$ cat src/rtl/fspc_pkg.sv
// shared types, codes and decode helpers of the five-stage pipelined cpu
package fspc_pkg;

  // memory and register file sizes
  localparam int unsigned MemWordsDef = 65536;
  localparam int unsigned RegCount    = 8;
  localparam int unsigned RegAw       = 3;

  // transaction function codes
  localparam logic [1:0] FN_LOAD  = 2'd0;
  localparam logic [1:0] FN_STEP  = 2'd1;
  localparam logic [1:0] FN_RDMEM = 2'd2;
  localparam logic [1:0] FN_RDREG = 2'd3;

  // opcodes
  localparam logic [2:0] OP_ADD  = 3'd0;
  localparam logic [2:0] OP_NOR  = 3'd1;
  localparam logic [2:0] OP_LW   = 3'd2;
  localparam logic [2:0] OP_SW   = 3'd3;
  localparam logic [2:0] OP_BEQ  = 3'd4;
  localparam logic [2:0] OP_HALT = 3'd6;
  localparam logic [2:0] OP_NOOP = 3'd7;

  localparam logic [31:0] NoopWord = {7'd0, OP_NOOP, 22'd0};

  typedef enum logic [2:0] {
    ST_IDLE,
    ST_IDX,
    ST_ISSUE,
    ST_EXEC,
    ST_DONE
  } fspc_state_e;

  // commands from controller to datapath
  typedef struct packed {
    logic latch;
    logic idx;
    logic issue;
    logic exec;
  } fspc_cmd_t;

  // destination register of a writing instruction
  typedef struct packed {
    logic             vld;
    logic [RegAw-1:0] rd;
  } fspc_dest_t;

  function automatic logic [2:0] op_of(logic [31:0] w);
    return w[24:22];
  endfunction

  function automatic logic [RegAw-1:0] ra_of(logic [31:0] w);
    return w[21:19];
  endfunction

  function automatic logic [RegAw-1:0] rb_of(logic [31:0] w);
    return w[18:16];
  endfunction

  function automatic fspc_dest_t dest_of(logic [31:0] w, logic with_lw);
    fspc_dest_t r;
    r.vld = 1'b0;
    r.rd  = w[2:0];
    if (op_of(w) == OP_ADD || op_of(w) == OP_NOR) begin
      r.vld = 1'b1;
    end else if (with_lw && op_of(w) == OP_LW) begin
      r.vld = 1'b1;
      r.rd  = rb_of(w);
    end
    return r;
  endfunction

endpackage

$ cat src/rtl/fspc_ctrl.sv
// sequencer for one transaction: index, memory issue, execute, result strobe
module fspc_ctrl (
  input  logic             clk_i,
  input  logic             rst_ni,
  input  logic             start_i,
  output fspc_pkg::fspc_cmd_t cmd_o,
  output logic             busy_o,
  output logic             done_o
);
  import fspc_pkg::*;

  fspc_state_e state_q, state_d;

  // next state
  always_comb begin
    state_d = state_q;
    unique case (state_q)
      ST_IDLE:  if (start_i) state_d = ST_IDX;
      ST_IDX:   state_d = ST_ISSUE;
      ST_ISSUE: state_d = ST_EXEC;
      ST_EXEC:  state_d = ST_DONE;
      ST_DONE:  state_d = ST_IDLE;
      default:  state_d = ST_IDLE;
    endcase
  end

  // outputs
  always_comb begin
    cmd_o       = '0;
    cmd_o.latch = (state_q == ST_IDLE) && start_i;
    cmd_o.idx   = (state_q == ST_IDX);
    cmd_o.issue = (state_q == ST_ISSUE);
    cmd_o.exec  = (state_q == ST_EXEC);
    busy_o      = (state_q != ST_IDLE);
    done_o      = (state_q == ST_DONE);
  end

  always_ff @(posedge clk_i or negedge rst_ni) begin
    if (!rst_ni) begin
      state_q <= ST_IDLE;
    end else begin
      state_q <= state_d;
    end
  end

endmodule

$ cat config.mk
export PLATFORM = sky130hd
export DESIGN_NAME = fspc_ctrl
export DESIGN_NICKNAME = d
export VERILOG_FILES = /design/src/rtl/fspc_pkg.sv /design/src/rtl/fspc_ctrl.sv
export SDC_FILE = /design/constraint.sdc
export NUM_CORES = 1
export LEC_CHECK = 0
export ABC_CLOCK_PERIOD_IN_PS = 1300
export BUFFER_PORTS_ARGS = -buffer_cell sky130_fd_sc_hd__buf_2
export CORE_AREA = 3 3 40 42
export CTS_CLUSTER_DIAMETER = 120
export CTS_CLUSTER_SIZE = 25
export DETAILED_ROUTE_END_ITERATION = 7
export DIE_AREA = 0 0 43 45
export PLACE_DENSITY = 0.34
export SLEW_MARGIN = 5
export SYNTH_ARGS = -nofsm -noshare
export SYNTH_HDL_FRONTEND = slang
export SYNTH_SLANG_ARGS = --single-unit
$ cat constraint.sdc
create_clock -name clk_i -period 1.3 [get_ports clk_i]
set_input_delay 0.26 -clock clk_i [delete_from_list [all_inputs] [get_ports clk_i]]
set_output_delay 0.26 -clock clk_i [all_outputs]
set_load 0.02 [all_outputs]
## Word-level counts from Yosys, hierarchy flattened

Index checks and enable logic that the tools add are counted.

| storage, ports and cells | value |
|---|---|
| register bits | 3 |
| latch bits | 0 |
| bits in writable memories | 0 |
| bits in read-only memories | 0 |
| input bits | 3 |
| logic and storage cells | 11 |
| memories kept | 0 |

| operators by class | value |
|---|---|
| add/subtract/negate cells | 0 |
| $mul | 0 |
| divide/modulo/power cells | 0 |
| order comparisons | 0 |
| equality and inequality tests | 5 |
| shifts and indexed selects | 0 |
| mux-type cells | 2 |
| bitwise operators | 0 |
| reduce and logical (&&, ||, !) cells | 3 |

Operators with widths:

| kind | count |
|---|---|
| one-hot mux 3 bit (4 select lines) | 1 |
| equality test 3 x 2 -> 1 bit (second input constant) | 2 |
| equality test 3 x 1 -> 1 bit (second input constant) | 1 |
| equality test 3 bit (second input constant) | 1 |
| logical NOT 3 bit | 1 |
| two-way mux 3 bit | 1 |
| nonzero test 3 bit | 1 |
| inequality test 2 bit (second input constant) | 1 |
| logical AND 1 bit | 1 |

## Longest topological paths before layout

Gate-level depths: netlist of run 1.

| depth | value |
|---|---|
| word-level depth | 2 |
| gate-level depth with buffers | 3 |

## Worst setup path before layout of run 1

No wires, ideal clock.

| timing | value |
|---|---|
| path type | register to output |
| from | register state_q[0] |
| to | output port cmd_o[3] (netlist bit) |
| arrival | 1.111 ns |
| slack | -0.071 ns |
| cell stages (with the launch flop) | 4 |
| buffers on the path | 1 |
| cell sequence | dfrtp_1 > clkbuf_2 > or3_4 > nor2_2 |

RTL lines:

| what | RTL line | source |
|---|---|---|
| start: declaration | fspc_ctrl.sv:12 | `fspc_state_e state_q, state_d;` |
| start signal: assignment | fspc_ctrl.sv:42 | `state_q <= state_d;` |
| end: declaration | fspc_ctrl.sv:6 | `output fspc_pkg::fspc_cmd_t cmd_o,` |

==> results.tsv, run 1 <==
metric	value	unit
slowest_stage	or3_4	
chipHeight	45	µm
wl_per_cell	8.612	µm
grt_pass1_vias	184	
grt_max_degree	8	
io_pins	9	
min_from	start_i	
drc_errors	0	
cts_tree	built	
rr_endpoint	state_q[2]	
syn_nets	19	
hold_viol	0	
wl_met1	194	µm
cts-root-buf	clkbuf_4	
setup-violations-final	6	
path_cells	or3_4, nor2_4, buf_6	
fin_setup_tns	-0.7470	ns
endpoint_kind	output pin	
timing.fmax	683.7	MHz
first_iter_violations	0	
criticalPathCategory	reg2out	
irDropWorstVdd	0.9354	mV
r2r_slack	0.27	ns
vias	177	
p_leak	0.1704	nW
synthFlopType	dfrtp_1	
power_density	2834	nW/µm²
grt_usage	5.848	%
cp.arrival	1.20	ns
regMostFlops	state_q	
antenna_found_initial	0	
place_inst	41	
comb_power_share	67.1	%
async_flop_share	100.0	%
synth_edf_count	0	
rsz0062_at_grt	true	
r2r_start	state_q[2]	
rows	13	
drive_gt1_share	70.59	%
synthCells	16	
dieWidth	43	µm
firstDrtPassIters	1	
violations	setup timing	
cts_buffers	3	
final_nets	38	
synth_largest_area_cell	dfrtp_1	
synth_cell_type_count	10	
tightest_slew	0.1690	ns
holdPathEnd	state_q[0]	
clock_latency	0.23	ns
io_buffers	8	
gp_congestion	0.5877	
synth_seq_cells	3	
final_cell_area	347.8	µm²
relSlewSlack	88.65	%
cts_max_path_buffers	2	
cp.required	1.04	ns
power.switching	0.0003807	W
via_per_inst	3.612	
p_seq_share	16.5	%
dieArea	1935	µm²
seq_area_frac_synth	45.45	%
sw_frac_of_total	38.62	%
grt_first_pass_wirelength	731	µm
cp_max_fo	2	
timing.final.crit_share	112.5	%
synthTopCellsByCount	3 x dfrtp_1, 3 x nor3b_1, 2 x and3b_2, 2 x nor2_1	
drv_cap	0	
pwr-share-clk	16.4	%
path_clk_slew	0.04	ns
wl_met2	188	µm
overflow	0	
ant_nets	0	
diodes	0	
top_layer_used	met3	
power.internal	0.0006051	W
synth_area	165.2	µm²
cts.sinks	3	
whs_path_depth	3	
slew_viol_final	0	
rr_worst_depth	4	
wl_met3	39	µm
fin_skew	0.001139	ns
yosys-top-cells-area	dfrtp_1 45%, nor3b_1 14%, and3b_2 12%	
status	finished with violations	
wl	422	µm
syn_avg_cell_area	10.32	µm²
synth_top_area_share	45.45	%
start_kind	flip-flop	
area_growth	110.6	%
top_regs	state_q: 3 flops	
holdCritPathClass	in2reg	
setup_ws	-0.1626	ns
synth_warnings	0	
h-tree-depth	1	
initial_utilization	12.85	%
final_cells	49	
place_area	246.5	µm²
slowest_delay	0.41	ns
largest_register_ffs	3	
core	1285	µm²
period_minus_slack	1.463	ns
how the worst max path moves through the flow:
stage | slack [ns] | startpoint | cells after the start | endpoint
2_1_floorplan | -0.02 | state_q[0] | 3 | cmd_o[3]
3_5_place_dp | 0.05 | state_q[2] | 3 | cmd_o[3]
5_1_grt | -0.22 | state_q[0] | 3 | cmd_o[3]
3_3_place_gp | 0.06 | state_q[2] | 3 | cmd_o[3]
6_report | -0.16 | state_q[0] | 3 | cmd_o[3]
4_1_cts | -0.18 | state_q[2] | 3 | cmd_o[3]
stage by stage:
stage / hold WS, ns / utilization, % / total power [W] / setup WS, ns
after floorplan: -0.03559 / - / 0.0004910 / -0.01854
after detailed placement: 0.05801 / 19.18 / 0.0006663 / 0.04543
after CTS: 0.2995 / 27.36 / 0.001018 / -0.1801
after global routing: 0.3215 / 27.07 / 0.001062 / -0.2179
final: 0.3007 / 27.07 / 0.0009858 / -0.1626
after global placement: 0.05769 / 19.18 / 0.0006644 / 0.05559
power groups by stage:
stage                     registers (W)  logic (W)  clock network [W]
after floorplan                0.000183   0.000308                  0
after global routing           0.000166   0.000710           0.000185
after detailed placement       0.000161   0.000505                  0
after global placement         0.000162   0.000502                  0
final                          0.000163   0.000661           0.000162
after CTS                      0.000166   0.000679           0.000173
cell type report:
cell class / count / area [µm²]
Tap cell: 15 / 18.77
Fill cell: 150 / 937.1
Inverter: 1 / 3.754
Multi-Input combinational cell: 11 / 101.3
Clock buffer: 4 / 26.28
Timing Repair Buffer: 15 / 122.6
Sequential cell: 3 / 75.07
placed cells by master (no fill, tap or decap), drive strengths merged:
| cell | synthesis | routed |
|---|---|---|
| nor3b | 3 | 3 |
| inv | 1 | 1 |
| and3b | 2 | 2 |
| dfrtp | 3 | 3 |
| buf | 0 | 14 |
| dlygate4sd3 | 0 | 1 |
| nor2 | 3 | 3 |
| nor3 | 1 | 1 |
| or3 | 1 | 1 |
| xnor2 | 1 | 1 |
| clkbuf | 1 | 4 |
kinds of logic (layout without fill, tap and decap cells):
family                 after synthesis  count (layout)  synth area share [%]
XOR/XNOR                             1               1                 5.304
buffers and inverters                2              20                 5.298
flip-flops                           3               3                 45.45
AND/OR/NAND/NOR                     10              10                 43.94
critical path: cells and delay by family, from the launching register on:
kind,cells,cell delay (ns)
simple gates,2,0.50
flops,1,0.36
buf+inv,1,0.11
per-layer routing:
metal  global-route usage, %  vias to the layer above
li1                        -                       89
met1                   5.596                       80
met2                   7.485                        8
met3                   2.789                        0
met4                   9.036                        0
met5                       0                        -
repair_timing:
item	4_1_cts	5_1_grt
setup endpoints to repair	6	6
resized for setup	13	0
buffers inserted	3	1
hold buffers	1	0
endpoints found under the hold margin	3	0
pin swaps	1	3
No activity file was read; power rests on OpenSTA's default activity.
==> inputs of run 2 (changes only) <==
- ABC_AREA: default -> 1
- PLACE_DENSITY: 0.34 -> 0.32
==> results.tsv, run 2 <==
metric	value	unit
status	finished with violations	
violations	setup timing	
yosysMostFrequentCell	inv_1	
io_pins	9	
cp.required	1.04	ns
timing.fmax	754.5	MHz
area_growth	87.50	%
yosys.area_share.adder	0	%
gp_congestion	0.7584	
cts.sinks	3	
overflow	0	
clock_latency	0.23	ns
first_iter_violations	0	
timing.final.crit_share	101.9	%
cp.arrival	1.07	ns
synth_top_family_by_area	simple AND/OR/NAND/NOR gates	
synthTopCellsByCount	6 x inv_1, 3 x dfrtp_1, 3 x nand2_1	
cp_max_fo	4	
async_flop_share	100.0	%
power.switching	0.0003620	W
rsz0062_at_grt	true	
synth_largest_area_cell	dfrtp_1	
cts-root-buf	clkbuf_4	
drc_errors	0	
h-tree-depth	1	
final_common_cell	inv_1	
synth_top_area_share	50.00	%
top_regs	state_q: 3 flops	
fin_setup_tns	-0.04426	ns
synth_warnings	0	
syn_avg_cell_area	7.507	µm²
relSlewSlack	90.86	%
comb_power_share	53.3	%
slowest_stage	dfrtp_2	
dieArea	1935	µm²
rows	13	
irDropWorstVdd	0.7466	mV
synth_area	150.1	µm²
firstDrtPassIters	1	
antenna_found_initial	0	
synth_cell_type_count	9	
synth_seq_cells	3	
ant_nets	0	
core	1285	µm²
crit_end	cmd_o[3]	
wl_per_cell	8.146	µm
power_density	2866	nW/µm²
setup-violations-final	3	
pwr-share-clk	20.3	%
grt_max_degree	6	
post_cts_buffers	0	
grt_pass1_vias	167	
power.internal	0.0004449	W
p_seq_share	26.5	%
synth_compound_area_share	3.333	%
rr_worst_depth	3	
p_leak	0.1548	nW
r2r_start	state_q[2]	
seq_area_frac_synth	50.00	%
slowest_delay	0.43	ns
drv_cap	0	
path_cells	nor2_4, nand2_2, nor2_2, buf_6	
chipHeight	45	µm
drive_gt1_share	57.58	%
path_delay_family	flip-flops	
crit_start	state_q[2]	
wl	391	µm
cts_max_path_buffers	2	
synth_edf_count	0	
yosys-top-cells-area	dfrtp_1 50%, inv_1 15%, nor2_2 8.3%	
synth_xor_area_share	0	%
start_kind	flip-flop	
grt_usage	5.593	%
cts_tree	built	
most-common-layout-cells	5 x inv_1, 4 x buf_4, 3 x nand2_1, 3 x clkbuf_4, 3 x dfrtp_2	
criticalPathCategory	reg2out	
path_clk_slew	0.04	ns
synthMuxAreaShare	0	%
io_buffers	8	
fin_skew	0.002444	ns
slew_viol_final	0	
syn_nets	23	
tightest_slew	0.1357	ns
synthCells	20	
vias	166	
final_nets	37	
initial_utilization	11.68	%
dieWidth	43	µm
worst-path-stages	4	
cts_buffers	3	
sw_frac_of_total	44.86	%
regMostFlops	state_q	
via_per_inst	3.458	
timing.hold.ws	0.2741	ns
rr_endpoint	state_q[0]	
yosys.area_share.simple	31.67	%
largest_register_ffs	3	
hold_viol	0	
power.total	0.0008069	W
crit_buf_inv	1	
setup_ws	-0.02531	ns
grt_first_pass_wirelength	703	µm
r2r_slack	0.52	ns
period_minus_slack	1.325	ns
endpoint_kind	output pin	
utilization	21.91	%
holdCritPathClass	in2reg	
diodes	0	
synthFlopType	dfrtp_1	
-- run 2: cell types whose count changed after synthesis --
cell	change
clkbuf_2	-1
o21ai_0	+1
nand2_2	+1
nand3_1	+1
and3b_2	-2
nor3b_1	-3
nor2_2	+1
or3_4	-1
inv_1	+5
nand2_1	+3
xnor2_1	-1
-- run 2: cell type report --
cell class / count / area (µm²)
Multi-Input combinational cell: 11 / 62.56
Clock buffer: 4 / 26.28
Inverter: 6 / 22.52
Sequential cell: 3 / 78.83
Timing Repair Buffer: 9 / 72.57
Fill cell: 150 / 1003
Tap cell: 15 / 18.77
-- run 2: timing repair --
item | in CTS | in global routing
cloned | 0 | 0
endpoints found under the setup margin | 4 | 6
hold buffers | 1 | 0
resized for setup | 4 | 10
hold endpoints to repair | 3 | 0
pin swaps | 1 | 2
-- run 2: through the flow --
stage / setup slack (ns) / instance area [µm²] / instances
floorplan: 0.1320 / 150.1 / 20
global placement: 0.1984 / 209.0 / 43
detailed placement: 0.1681 / 209.0 / 43
CTS: -0.06282 / 256.5 / 48
global route: -0.1209 / 281.5 / 48
finish: -0.02531 / 281.5 / 48
-- run 2: cell families after synthesis --
kind of cell,Yosys count
buffers and inverters,6
AND/OR/NAND/NOR,10
flip-flops,3
AO/OA/AOI/OAI,1
-- run 2: layer usage --
| layer | wire, µm | GRT usage, % | up-vias |
|---|---|---|---|
| met1 | 169 | 5.340 | 71 |
| met5 | 0 | 0 | - |
| met2 | 166 | 6.287 | 9 |
| met4 | 0 | 5.422 | 0 |
| li1 | - | - | 86 |
| met3 | 55 | 5.976 | 0 |
-- run 2: worst register-to-register path, stage by stage, from the launching register on --
cell	delay [ns]
dfrtp_2	0.43
nor2_4	0.13
o21ai_0	0.09
inv_1	0.06
-- run 2: power groups by stage --
stage / combinational (W) / clock (W) / sequential (W)
finish: 0.000430 / 0.000164 / 0.000213
detailed placement: 0.000348 / 0 / 0.000186
global route: 0.000482 / 0.000187 / 0.000223
global placement: 0.000343 / 0 / 0.000182
floorplan: 0.000244 / 0 / 0.000176
CTS: 0.000390 / 0.000176 / 0.000185
-- run 2: worst min path at each step --
stage               slack (ns)  cells past startpoint    endpoint     from
floorplan                -0.04                      0  state_q[0]   rst_ni
global placement          0.05                      1  state_q[2]   rst_ni
detailed placement        0.06                      1  state_q[1]   rst_ni
CTS                       0.26                      3  state_q[0]  start_i
global route              0.28                      3  state_q[0]  start_i
finish                    0.27                      3  state_q[0]  start_i
==> inputs of run 3 (changes only) <==
--- a/config.mk
+++ b/config.mk
@@ -15,5 +15,4 @@
 export DIE_AREA = 0 0 43 45
 export PLACE_DENSITY = 0.32
-export SLEW_MARGIN = 5
 export SYNTH_ARGS = -nofsm -noshare
 export SYNTH_HDL_FRONTEND = slang
==> constraint.sdc (replaced) <==
create_clock -name clk_i -period 1.3 [get_ports clk_i]
set_input_delay 0.26 -clock clk_i [delete_from_list [all_inputs] [get_ports clk_i]]
set_output_delay 0.26 -clock clk_i [all_outputs]
set_load 0.1 [all_outputs]
==> results.tsv, run 3 (synthesis gave the netlist of run 2 again) <==
metric	value	unit
endpoint_kind	output pin	
fillers	129	
antenna_found_initial	0	
hold_viol	0	
grt_first_pass_wirelength	793	µm
criticalPathCategory	reg2out	
drive_gt1_share	78.95	%
cts_buffers	3	
wl_per_cell	8.358	µm
timing.final.crit_share	113.4	%
wl_met3	15	µm
setup_ws	-0.1741	ns
diodes	0	
drc_errors	0	
cts.sinks	3	
regMostFlops	state_q	
grt_max_degree	5	
rr_worst_depth	3	
path_clk_slew	0.03	ns
io_buffers	8	
fin_skew	0.004476	ns
utilization	35.15	%
setup-violations-final	6	
dieWidth	43	µm
initial_utilization	11.68	%
slew_viol_final	0	
clock_latency	0.23	ns
core	1285	µm²
crit_buf_inv	2	
cp_max_fo	3	
worst-path-stages	4	
vias	191	
violations	setup timing	
ant_nets	0	
drv_cap	0	
final_cells	53	
largest_register_ffs	3	
rsz0062_at_grt	true	
start_kind	flip-flop	
place_inst	46	
wl	443	µm
period_minus_slack	1.474	ns
timing.fmax	678.4	MHz
whs_path_depth	3	
grt_usage	6.333	%
chipHeight	45	µm
dieArea	1935	µm²
top_layer_used	met4	
grt_pass1_vias	213	
area_growth	200.8	%
cts_tree	built	
multi_input_area	110.1	µm²
status	finished with violations	
io_pins	9	
cp.required	1.04	ns
tightest_slew	0.1859	ns
h-tree-depth	1	
final_common_cell	buf_12	
via_per_inst	3.604	
cts_max_path_buffers	2	
wl_met2	266	µm
first_iter_violations	0	
rows	13	
slowest_delay	0.43	ns
firstDrtPassIters	1	
most-common-layout-cells	6 x buf_12, 3 x nor2_4, 3 x clkbuf_4, 3 x buf_6	
holdCritPathClass	in2reg	
seq_area	77.57	µm²
gp_congestion	0.6438	
fin_setup_tns	-0.6943	ns
overflow	0	
cp.arrival	1.21	ns
top_regs	state_q: 3 flops	
path_delay_family	flip-flops	
timing.hold.ws	0.2744	ns
relSlewSlack	87.57	%
path_cells	nor2_4, nand2_2, clkinvlp_4, buf_12	
slowest_stage	dfrtp_2	
dp_hpwl	345.7	µm
final_nets	42	
cts-root-buf	clkbuf_4	
wl_met1	150	µm
==> run 3: stage by stage <==
| stage | cell area [µm²] | worst slack (ns) |
|---|---|---|
| 3_3_place_gp | 372.9 | 0.04148 |
| 2_1_floorplan | 201.4 | -0.2673 |
| 4_1_cts | 439.2 | -0.1852 |
| 3_5_place_dp | 372.9 | 0.04030 |
| 6_report | 451.7 | -0.1741 |
| 5_1_grt | 451.7 | -0.2360 |
==> run 3: cell type report <==
class / count / area share, %
tap: 15 / 4.155
sequential: 3 / 17.17
multi-input combinational: 11 / 24.38
inverter: 6 / 6.648
clock buffer: 4 / 5.817
timing repair buffer: 14 / 41.83
==> run 3: metal layers <==
metal  global-route usage [%]  vias up
li1                         -       94
met1                    4.831       90
met2                    9.581        5
met3                    3.586        2
met4                    9.036        0
met5                        0        -
==> run 3: worst register-to-register path, cell delays in order (launching register included) <==
cell	delay (ns)
dfrtp_2	0.43
nor2_4	0.20
o21ai_0	0.12
inv_1	0.07
==> run 3: final timing paths <==
kind / from / endpoint / slack, ns
min in group asynchronous: rst_ni / state_q[1] / 0.35
worst min register to register: state_q[2] / state_q[2] / 0.59
worst max-delay path: state_q[0] / cmd_o[1] / -0.17
worst max register to register: state_q[0] / state_q[0] / 0.42
max in group asynchronous: rst_ni / state_q[0] / 0.83
worst min-delay path: start_i / state_q[0] / 0.27
==> run 3: what timing repair did <==
action                                 4_1_cts  5_1_grt
hold buffers                                 1        0
pin swaps                                    4        3
gates resized for setup                      7        3
endpoints found under the hold margin        3        0
setup endpoints to repair                    6        6
setup buffers                                1        1
Power of run 3 is not shown: default switching activity piles up to over one toggle a cycle in this logic, so the estimate is an artifact.
